`config.mk`:
```
export PLATFORM = sky130hd
export DESIGN_NAME = gcp_ctrl
export DESIGN_NICKNAME = d
export VERILOG_FILES = /design/src/rtl/gcp_pkg.sv /design/src/rtl/gcp_ctrl.sv
export SDC_FILE = /design/constraint.sdc
export NUM_CORES = 1
export LEC_CHECK = 0
export BUFFER_PORTS_ARGS = -buffer_cell sky130_fd_sc_hd__buf_4
export CAP_MARGIN = 20
export CORE_ASPECT_RATIO = 1.4
export CORE_UTILIZATION = 40
export DETAILED_ROUTE_END_ITERATION = 10
export GPL_TIMING_DRIVEN = 0
export SKIP_LAST_GASP = 1
export SYNTH_ARGS = -nofsm -noshare
export SYNTH_HDL_FRONTEND = slang
export SYNTH_SLANG_ARGS = --single-unit
```
`constraint.sdc`:
```
create_clock -name clk -period 5.4 [get_ports clk]
set_clock_uncertainty 0.05 [all_clocks]
set_input_delay 0 -clock clk [delete_from_list [all_inputs] [get_ports clk]]
set_output_delay 0 -clock clk [all_outputs]
set_load 0.02 [all_outputs]
```
`src/rtl/gcp_pkg.sv`:
```
`timescale 1ns / 1ps
package gcp_pkg;

  localparam int CORDIC_STEPS_DEF = 24;
  localparam int ANGLE_BITS_DEF   = 32;

  // Internal word width of the CORDIC and the intermediate Q30 values.
  localparam int DW = 40;
  localparam int PC_W = 6;
  localparam int CFG_IDX_W = 3;

  localparam logic signed [DW-1:0] KINV_Q30  = 40'sh00_26DD_3B6A;
  localparam logic signed [DW-1:0] QONE      = 40'sh00_4000_0000;
  localparam logic [31:0]          NEAR_LEN  = 32'd5364662;
  localparam logic signed [DW-1:0] FLAT_BIAS = 40'sd684;
  localparam logic [24:0]          SPEED_K   = 25'd31251423;

  localparam logic [CFG_IDX_W-1:0] REG_START_LAT = 3'd0;
  localparam logic [CFG_IDX_W-1:0] REG_START_LON = 3'd1;
  localparam logic [CFG_IDX_W-1:0] REG_END_LAT   = 3'd2;
  localparam logic [CFG_IDX_W-1:0] REG_END_LON   = 3'd3;
  localparam logic [CFG_IDX_W-1:0] REG_SPEED     = 3'd4;
  localparam logic [CFG_IDX_W-1:0] REG_COUNT     = 3'd5;

  typedef enum logic [3:0] {
    OP_SC, OP_VEC, OP_MULQ, OP_MULRAW, OP_SQRT, OP_SUM, OP_XDIFF, OP_XFLAT,
    OP_DIST, OP_ARRIVE, OP_BRNEAR, OP_JUMP, OP_BRPAST
  } op_t;

  typedef enum logic [4:0] {
    SRC_ZERO, SRC_C1, SRC_S1, SRC_C2, SRC_S2, SRC_CD, SRC_SD, SRC_TA, SRC_TB,
    SRC_SV, SRC_Q, SRC_YR, SRC_XR, SRC_DL, SRC_SLAT, SRC_ELAT, SRC_AZ, SRC_D,
    SRC_MAG, SRC_GS, SRC_PHI, SRC_PLO, SRC_SK
  } src_t;

  typedef enum logic [3:0] {
    DST_NONE, DST_TA, DST_TB, DST_YR, DST_SQ, DST_P, DST_DA, DST_DB,
    DST_P1, DST_P2, DST_P3, DST_LEN, DST_AZ, DST_LAT, DST_LON
  } dst_t;

  typedef struct packed {
    op_t  op;
    src_t a;
    src_t b;
    dst_t dst;
  } cmd_t;

  typedef struct packed {
    cmd_t c;
    logic start;
    logic capture;
    logic load;
  } dp_cmd_t;

  typedef struct packed {
    logic done;
    logic near;
    logic past;
  } dp_stat_t;

  // Program labels.
  localparam logic [PC_W-1:0] PC_FAR    = 6'd14;
  localparam logic [PC_W-1:0] PC_AZ     = 6'd19;
  localparam logic [PC_W-1:0] PC_STEP   = 6'd20;
  localparam logic [PC_W-1:0] PC_LON    = 6'd38;
  localparam logic [PC_W-1:0] PC_ARRIVE = 6'd39;

  function automatic cmd_t mk(input op_t op, input src_t a, input src_t b, input dst_t dst);
    cmd_t c;
    c.op = op;
    c.a = a;
    c.b = b;
    c.dst = dst;
    return c;
  endfunction

  function automatic cmd_t prog(input logic [PC_W-1:0] pc);
    cmd_t c;
    case (pc)
      // Track derivation.
      6'd0:  c = mk(OP_SC, SRC_SLAT, SRC_ZERO, DST_P1);
      6'd1:  c = mk(OP_SC, SRC_ELAT, SRC_ZERO, DST_P2);
      6'd2:  c = mk(OP_SC, SRC_DL, SRC_ZERO, DST_P3);
      6'd3:  c = mk(OP_MULQ, SRC_S1, SRC_S2, DST_TA);
      6'd4:  c = mk(OP_MULQ, SRC_C1, SRC_C2, DST_TB);
      6'd5:  c = mk(OP_MULQ, SRC_TB, SRC_CD, DST_TB);
      6'd6:  c = mk(OP_SUM, SRC_TA, SRC_TB, DST_NONE);
      6'd7:  c = mk(OP_MULRAW, SRC_SV, SRC_SV, DST_SQ);
      6'd8:  c = mk(OP_SQRT, SRC_ZERO, SRC_ZERO, DST_NONE);
      6'd9:  c = mk(OP_VEC, SRC_Q, SRC_SV, DST_LEN);
      6'd10: c = mk(OP_BRNEAR, SRC_ZERO, SRC_ZERO, DST_NONE);
      6'd11: c = mk(OP_MULQ, SRC_DL, SRC_C1, DST_YR);
      6'd12: c = mk(OP_XFLAT, SRC_ELAT, SRC_SLAT, DST_NONE);
      6'd13: c = mk(OP_JUMP, SRC_ZERO, SRC_ZERO, DST_NONE);
      6'd14: c = mk(OP_MULQ, SRC_SD, SRC_C2, DST_YR);
      6'd15: c = mk(OP_MULQ, SRC_C1, SRC_S2, DST_TA);
      6'd16: c = mk(OP_MULQ, SRC_S1, SRC_C2, DST_TB);
      6'd17: c = mk(OP_MULQ, SRC_TB, SRC_CD, DST_TB);
      6'd18: c = mk(OP_XDIFF, SRC_TA, SRC_TB, DST_NONE);
      6'd19: c = mk(OP_VEC, SRC_YR, SRC_XR, DST_AZ);
      // Per-item position.
      6'd20: c = mk(OP_MULRAW, SRC_GS, SRC_MAG, DST_P);
      6'd21: c = mk(OP_MULRAW, SRC_PHI, SRC_SK, DST_DA);
      6'd22: c = mk(OP_MULRAW, SRC_PLO, SRC_SK, DST_DB);
      6'd23: c = mk(OP_DIST, SRC_ZERO, SRC_ZERO, DST_NONE);
      6'd24: c = mk(OP_BRPAST, SRC_ZERO, SRC_ZERO, DST_NONE);
      6'd25: c = mk(OP_SC, SRC_AZ, SRC_ZERO, DST_P2);
      6'd26: c = mk(OP_SC, SRC_D, SRC_ZERO, DST_P3);
      6'd27: c = mk(OP_MULQ, SRC_S1, SRC_CD, DST_TA);
      6'd28: c = mk(OP_MULQ, SRC_C1, SRC_SD, DST_TB);
      6'd29: c = mk(OP_MULQ, SRC_TB, SRC_C2, DST_TB);
      6'd30: c = mk(OP_SUM, SRC_TA, SRC_TB, DST_NONE);
      6'd31: c = mk(OP_MULRAW, SRC_SV, SRC_SV, DST_SQ);
      6'd32: c = mk(OP_SQRT, SRC_ZERO, SRC_ZERO, DST_NONE);
      6'd33: c = mk(OP_VEC, SRC_SV, SRC_Q, DST_LAT);
      6'd34: c = mk(OP_MULQ, SRC_S2, SRC_SD, DST_TA);
      6'd35: c = mk(OP_MULQ, SRC_TA, SRC_C1, DST_YR);
      6'd36: c = mk(OP_MULQ, SRC_S1, SRC_SV, DST_TB);
      6'd37: c = mk(OP_XDIFF, SRC_CD, SRC_TB, DST_NONE);
      6'd38: c = mk(OP_VEC, SRC_YR, SRC_XR, DST_LON);
      6'd39: c = mk(OP_ARRIVE, SRC_ZERO, SRC_ZERO, DST_NONE);
      default: c = mk(OP_JUMP, SRC_ZERO, SRC_ZERO, DST_NONE);
    endcase
    return c;
  endfunction

  function automatic logic [31:0] atan_val(input logic [4:0] i);
    logic [31:0] v;
    case (i)
      5'd0:  v = 32'h20000000;
      5'd1:  v = 32'h12E4051E;
      5'd2:  v = 32'h09FB385B;
      5'd3:  v = 32'h051111D4;
      5'd4:  v = 32'h028B0D43;
      5'd5:  v = 32'h0145D7E1;
      5'd6:  v = 32'h00A2F61E;
      5'd7:  v = 32'h00517C55;
      5'd8:  v = 32'h0028BE53;
      5'd9:  v = 32'h00145F2F;
      5'd10: v = 32'h000A2F98;
      5'd11: v = 32'h000517CC;
      5'd12: v = 32'h00028BE6;
      5'd13: v = 32'h000145F3;
      5'd14: v = 32'h0000A2FA;
      5'd15: v = 32'h0000517D;
      5'd16: v = 32'h000028BE;
      5'd17: v = 32'h0000145F;
      5'd18: v = 32'h00000A30;
      5'd19: v = 32'h00000518;
      5'd20: v = 32'h0000028C;
      5'd21: v = 32'h00000146;
      5'd22: v = 32'h000000A3;
      5'd23: v = 32'h00000051;
      5'd24: v = 32'h00000029;
      5'd25: v = 32'h00000014;
      5'd26: v = 32'h0000000A;
      5'd27: v = 32'h00000005;
      5'd28: v = 32'h00000003;
      5'd29: v = 32'h00000001;
      5'd30: v = 32'h00000001;
      default: v = 32'h00000000;
    endcase
    return v;
  endfunction

endpackage

```
`src/rtl/gcp_ctrl.sv`:
```
`timescale 1ns / 1ps
module gcp_ctrl
  import gcp_pkg::*;
(
  input  logic                 clk,
  input  logic                 rst,
  input  logic                 s_tvalid,
  output logic                 s_tready,
  output logic                 m_tvalid,
  input  logic                 m_tready,
  input  logic                 cfg_we,
  input  logic [CFG_IDX_W-1:0] cfg_index,
  input  dp_stat_t             stat,
  output dp_cmd_t              cmd
);

  typedef enum logic [1:0] {IDLE, ISSUE, WAIT, EMIT} state_t;

  state_t          state;
  logic [PC_W-1:0] pc;
  logic            start;
  logic            derived;
  logic            accept, load;
  cmd_t            cur;

  assign cur      = prog(pc);
  assign s_tready = (state == IDLE);
  assign accept   = s_tvalid && s_tready;
  assign load     = (state == EMIT) && (!m_tvalid || m_tready);

  assign cmd.c       = cur;
  assign cmd.start   = start;
  assign cmd.capture = accept;
  assign cmd.load    = load;

  always_ff @(posedge clk) begin
    if (rst) begin
      state <= IDLE;
      pc <= '0;
      start <= 1'b0;
      derived <= 1'b0;
      m_tvalid <= 1'b0;
    end else begin
      start <= 1'b0;
      if (load) m_tvalid <= 1'b1;
      else if (m_tready) m_tvalid <= 1'b0;
      if (cfg_we && cfg_index < REG_COUNT) derived <= 1'b0;
      unique case (state)
        IDLE: begin
          if (accept) begin
            pc <= derived ? PC_STEP : '0;
            state <= ISSUE;
          end
        end
        ISSUE: begin
          priority case (cur.op)
            OP_BRNEAR: pc <= stat.near ? pc + 1'b1 : PC_FAR;
            OP_JUMP:   pc <= PC_AZ;
            OP_BRPAST: pc <= stat.past ? PC_ARRIVE : pc + 1'b1;
            default: begin
              start <= 1'b1;
              state <= WAIT;
            end
          endcase
        end
        WAIT: begin
          if (stat.done) begin
            if (pc == PC_AZ) derived <= 1'b1;
            if (pc == PC_LON || pc == PC_ARRIVE) begin
              state <= EMIT;
            end else begin
              pc <= pc + 1'b1;
              state <= ISSUE;
            end
          end
        end
        EMIT: begin
          if (load) state <= IDLE;
        end
      endcase
    end
  end

endmodule

```
# After elaboration in Yosys (flattened, before gate mapping)
# Memory sizes are Yosys's and may differ from the RTL's. A register that Yosys moved wholly into a read port is not among the register bits.
# Cells that the tools add are included.
[op_classes] add_sub_neg=1 order_cmp=1 n_eq_ne=15 mux=23 n_bitwise=1 n_reduce_logical=13
[op_table] cell="two-way mux 6 bit" count=7
[op_table] cell="one-hot mux 6 bit (3 select lines)" count=2
[op_table] cell="== test 4 bit, second input constant" count=3
[op_table] cell="== test 6 bit, second input constant" count=2
[op_table] cell="two-way mux 2 bit" count=5
[op_table] cell="!= test 2 bit, second input constant" count=4
[op_table] cell="one-hot mux 2 bit (4 select lines)" count=1
[op_table] cell="two-way mux 1 bit" count=7
[op_table] cell="adder 6 x 1 -> 6 bit, second input constant" count=1
[op_table] cell="== test 6 x 5 -> 1 bit, second input constant" count=1
[op_table] cell="two-way mux 5 bit" count=1
[op_table] cell="AND reduction 5 bit" count=1
[op_table] cell="== test 2 bit, second input constant" count=2
[op_table] cell="!= test 4 bit, second input constant" count=1
[op_table] cell="AND reduction 4 bit" count=1
[op_table] cell="logical AND 1 bit" count=3
[op_table] cell="less-than comparator 3 bit, second input constant" count=1
[op_table] cell="nonzero test 3 bit" count=1
[op_table] cell="OR reduction 3 bit" count=1
[op_table] cell="== test 2 x 1 -> 1 bit, second input constant" count=1
[op_table] cell="zero test 2 bit" count=1
[op_table] cell="logical OR 1 bit" count=2
[op_table] cell="!= test 2 x 1 -> 1 bit, second input constant" count=1
[op_table] cell="nonzero test 2 bit" count=1
[op_table] cell="other kinds (3)" count=3
[totals] register_bits=11 rom_bits=1152 word_cells=60 n_memories=1
[mem_list] memory="(name not given)" words=64 width=18 rd=1 rd_clocked_by_memory_dff=1 write_ports=0 line="gcp_pkg.sv:79" rtl="case (pc)"

# Longest topological paths before layout
[logic_depth] ltp_word=7 depth_mapped=17 depth_no_buf=14

# Worst setup path before layout
# OpenSTA, ideal clock, no wires.
[synth_timing] path_type="flip-flop to flip-flop" startpoint="reg state[0]" endpoint="reg, netlist name cur[6]" setup_time_ns=0.124 t_arrival_ns=3.221 required_ns=5.226 path_slack_ns=2.005 stages_incl_launch_ff=15 period_less_slack_ns=3.395 path_cell_list="dfxtp_1 -> inv_1 -> ha_1 -> buf_2 -> a221oi_2 -> and3_1 -> buf_4 -> buf_6 -> mux2i_2 -> nor2_1 -> ha_1 -> clkbuf_1 -> mux2_4 -> a221oi_1 -> o21ai_1"
[synth_between] elab_chain_cells=6 word_cells_on_any_way=13
[synth_rtl] element="start: declaration" line="gcp_ctrl.sv:19" rtl="state_t state;"
[synth_rtl] element="start signal: assignment" line="gcp_ctrl.sv:38" rtl="state <= IDLE;"
[synth_rtl] element="start signal: assignment" line="gcp_ctrl.sv:52" rtl="state <= ISSUE;"
[synth_rtl] element="start signal: assignment" line="gcp_ctrl.sv:62" rtl="state <= WAIT;"
[synth_rtl] element="zero test 2 bit" line="gcp_ctrl.sv:27, gcp_ctrl.sv:48"
[synth_rtl] element="logical AND 1 bit" line="gcp_ctrl.sv:28" rtl="assign accept = s_tvalid && s_tready;"
[synth_rtl] element="!= test 2 x 1 -> 1 bit (no source line)"
[synth_rtl] element="AND reduction 5 bit (no source line)"
[synth_rtl] element="two-way mux 6 bit (no source line) (*) (2 in series)"
# Every way passes the cells marked *; elsewhere a longest branch is shown, timed or not.
# A chain may end at the register's enable or synchronous reset.

# Final worst setup path
[layout_timing] startpoint="reg state[0]" endpoint="reg, netlist name cur[7]"
[layout_between] elab_chain_cells=6 word_cells_on_any_way=13
[layout_rtl] element="zero test 2 bit" line="gcp_ctrl.sv:27, gcp_ctrl.sv:48"
[layout_rtl] element="logical AND 1 bit" line="gcp_ctrl.sv:28"
[layout_rtl] element="!= test 2 x 1 -> 1 bit (no source line)"
[layout_rtl] element="AND reduction 5 bit (no source line)"
[layout_rtl] element="two-way mux 6 bit (no source line) (*) (2 in series)"
# Marks and branches as above.

==> impl_metrics.json <==
{
  "synth_edf_count": 0,
  "antenna_found_initial": 0,
  "yosys_warnings": 0,
  "reg2reg_slack_ns": 1.07,
  "remaining_drc_errors": 1,
  "fp-row-count": 35,
  "ys.flop_type": "dfxtp_1",
  "via_per_inst": 6.25,
  "setup_ws_ns": 1.07,
  "io_buffers": 33,
  "setup_tns_ns": 0,
  "cp_max_fo": 10,
  "leakagePower_nw": 1.31,
  "cts_tree": "yes",
  "htreeDepth": 2,
  "clock_latency_ns": 0.28,
  "wire_per_inst_um": 19.0,
  "worstPathRequired_ns": 5.51,
  "die_area_sq_mm": 0.00705,
  "ir_worst_vdd_mv": 0.238,
  "ys_ff_latch": 29,
  "relSlewSlack": 0.426,
  "cts-buffers-inserted": 5,
  "grt_pass1_vias": 2725,
  "rsz0062_at_grt": "no",
  "violations": "DRC",
  "r2r_start": "state[0]$_SDFFE_PP0P_",
  "dr.pass1.iters": 8,
  "setup_viol": 0,
  "r2r_end": "cur[7]$_DFF_P_",
  "clk_path_buf_depth": 2,
  "cap_viol_max_count": 0,
  "globalRouteOverflowTotal": 0,
  "grt_pass1_wl_um": 14000,
  "wl_um": 8630,
  "syn_area_per_cell_sq_um": 7.96,
  "n_fill_cell": 649,
  "grtUsageMet2": 0.446,
  "endpoint_kind": "register",
  "r2r_cells": 16,
  "cts_root_buffer": "clkbuf_8",
  "critPathArrivalTime_ns": 4.44,
  "io_pins": 34,
  "maxClockFrequency_mhz": 231,
  "worstHoldEndpoint": "derived$_SDFF_PP0_",
  "crit_type": "reg -> reg",
  "place_congestion": 0.991,
  "use_met3": 0.0368,
  "gr-usage-met1": 0.288,
  "start_util": 0.411,
  "whs_path_depth": 5,
  "powerDensity_mw_per_mm2": 575,
  "core-area_sq_mm": 0.00653,
  "grt_max_degree": 12,
  "post-dp-hpwl_um": 6330,
  "busiest_layer": "met2",
  "syn_nets": 365,
  "finalMaxSlewViolations": 0,
  "grt.total_usage": 0.256,
  "final_antenna_net_count": 0,
  "worst_pin_slew_ns": 0.858,
  "area_delta_synth_final_pct": 16.9,
  "syn_inst": 337,
  "outcome": "finished, violations left",
  "async_reset_ff_frac": 0,
  "ys_types": 75,
  "path_clk_slew_ns": 0.06,
  "drt_iter0_markers": 248,
  "vias": 2844,
  "final_hold_viol_count": 0,
  "syn-cell-area_sq_mm": 0.00268,
  "hp-start": "cfg_index[2]",
  "seq_area_frac_synth": 0.216,
  "final_net_count": 408,
  "period_needed_ns": 4.33,
  "worstSetupStartpointType": "register",
  "dp_slack_ns": 1.12,
  "die_h_um": 98.9,
  "fin_crit_sh": 0.802,
  "final_layout_size_suffix_gt1_frac": 0.231,
  "die_w_um": 71.2,
  "clock_sinks": 29,
  "min_path_type": "in -> reg",
  "antenna_cells": 0
}
sequential cells by signal (all words and copies together), names as in the netlist:
register	count
m_tvalid	1
state	2
derived	1
cur	18
pc	6
start	1
cell usage in the layout, fill, tap and decap left out, drive strengths merged, types with 3 or more instances in the layout:
| cell | count |
|---|---|
| mux2 | 5 |
| dlygate4sd3 | 3 |
| a31oi | 7 |
| o21ai | 23 |
| xnor2 | 4 |
| o31ai | 3 |
| ha | 17 |
| a41oi | 3 |
| nand2 | 35 |
| nor3 | 7 |
| nand3 | 9 |
| mux2i | 6 |
| a21oi | 24 |
| nor2b | 3 |
| a221oi | 4 |
| a211oi | 5 |
| a311oi | 3 |
| and2 | 5 |
| nand3b | 5 |
| and4bb | 3 |
| dfxtp | 29 |
| buf | 52 |
| nand4 | 6 |
| o211ai | 10 |
| a21o | 3 |
| clkbuf | 14 |
| nor2 | 24 |
| inv | 23 |
| a32oi | 5 |
| o22ai | 4 |
synth_stat cells (2+ instances only):
cell type	number	share of area
nand2_1	32	0.045
dfxtp_1	29	0.22
nor2_1	24	0.034
a21oi_1	23	0.043
inv_1	20	0.028
ha_1	17	0.079
o21ai_0	17	0.032
nand3_1	9	0.017
buf_2	8	0.015
clkbuf_1	8	0.011
o211ai_1	8	0.022
nor3_1	7	0.013
a31oi_1	6	0.014
buf_4	6	0.017
nand4_1	6	0.014
o21ai_1	6	0.011
a211oi_1	5	0.014
a32oi_1	5	0.016
buf_6	5	0.021
nand3b_1	5	0.014
and2_1	4	0.0093
mux2i_1	4	0.015
o22ai_1	4	0.0093
a21o_1	3	0.0084
a221oi_1	3	0.0098
a311oi_1	3	0.0098
and4bb_2	3	0.014
inv_2	3	0.0042
mux2_2	3	0.013
nor2b_1	3	0.0070
xnor2_1	3	0.0098
a41oi_1	2	0.0065
and3_1	2	0.0047
nand2_4	2	0.0084
o2111ai_1	2	0.0065
o211a_1	2	0.0075
o211ai_2	2	0.0093
o221ai_1	2	0.0065
o2bb2ai_1	2	0.0065
o31a_1	2	0.0065
o31ai_1	2	0.0056
xor2_1	2	0.0065
worst max-delay path: stages, from the launching register on:
cell and delay [ns]:
dfxtp_1 0.40, inv_1 0.09, ha_1 0.20, buf_2 0.18
a221oi_2 0.44, and3_1 0.22, buf_4 0.16, buf_6 0.16
mux2i_2 0.16, nor2_1 0.70, inv_1 0.27, ha_1 0.27
clkbuf_1 0.24, nand2_1 0.14, nor4b_1 0.30, o31a_1 0.18
o21ai_1 0.06
final cells by class:
cell class	instances	area, sq um	share of cell area
clock buffers	6	72.6	0.0231
multi-input cells	258	1850	0.588
inverters	23	86.3	0.0275
repair buffers	36	278	0.0886
clock inverters	2	10.0	0.00319
well taps	74	92.6	0.0295
plain buffers	27	171	0.0546
flip-flops and latches	29	581	0.185
cells by family (layout without fill, tap and decap cells):
logic type / Yosys count / count (layout) / synth area share
xor gates and xnor gates: 6 / 6 / 0.0224
muxes: 11 / 11 / 0.0508
buffers and inverters: 50 / 94 / 0.0960
adders and majority gates: 17 / 17 / 0.0793
and+or+nand+nor: 108 / 108 / 0.216
DFF: 29 / 29 / 0.216
AOI/OAI and AO/OA: 116 / 116 / 0.319
metrics by stage:
step                instance area, sq um  power (mW)  hold slack, ns   util  cells
global placement                    3020        1.59           0.207  0.463    444
finish                              3140        1.80          0.0661  0.481    455
global route                        3140        1.92           0.126  0.481    455
floorplan                           2680        1.26          0.0430      -    337
detailed placement                  3020        1.59           0.211  0.463    444
CTS                                 3140        1.78          0.0676  0.481    455
per-layer routing:
metal	vias to the layer above	wire length (um)
met2	150	4380
met3	44	476
met4	0	448
li1	1335	-
met1	1315	3320
met5	-	0
repair_timing:
item                                    4_1_cts  5_1_grt
hold buffers                                  3        0
hold endpoints to repair                      3        0
resized for setup                             0        0
buffers inserted                              0        0
endpoints found under the setup margin        0        0
worst max-delay path by stage:
stage | startpoint | endpoint | cells after the start
2_1_floorplan | state[0]$_SDFFE_PP0P_ | cur[6]$_DFF_P_ | 14
3_3_place_gp | state[0]$_SDFFE_PP0P_ | cur[7]$_DFF_P_ | 15
3_5_place_dp | state[0]$_SDFFE_PP0P_ | cur[7]$_DFF_P_ | 16
4_1_cts | state[0]$_SDFFE_PP0P_ | cur[7]$_DFF_P_ | 16
5_1_grt | state[0]$_SDFFE_PP0P_ | cur[7]$_DFF_P_ | 16
6_report | state[0]$_SDFFE_PP0P_ | cur[7]$_DFF_P_ | 16
power breakdown:
group	internal, mW	total [mW]	switching (mW)
combinational	0.503	1.30	0.793
clock	0.0893	0.181	0.0918
sequential	0.281	0.327	0.0459
total	0.874	1.80	0.930
Power figures use the tool's default switching activity.
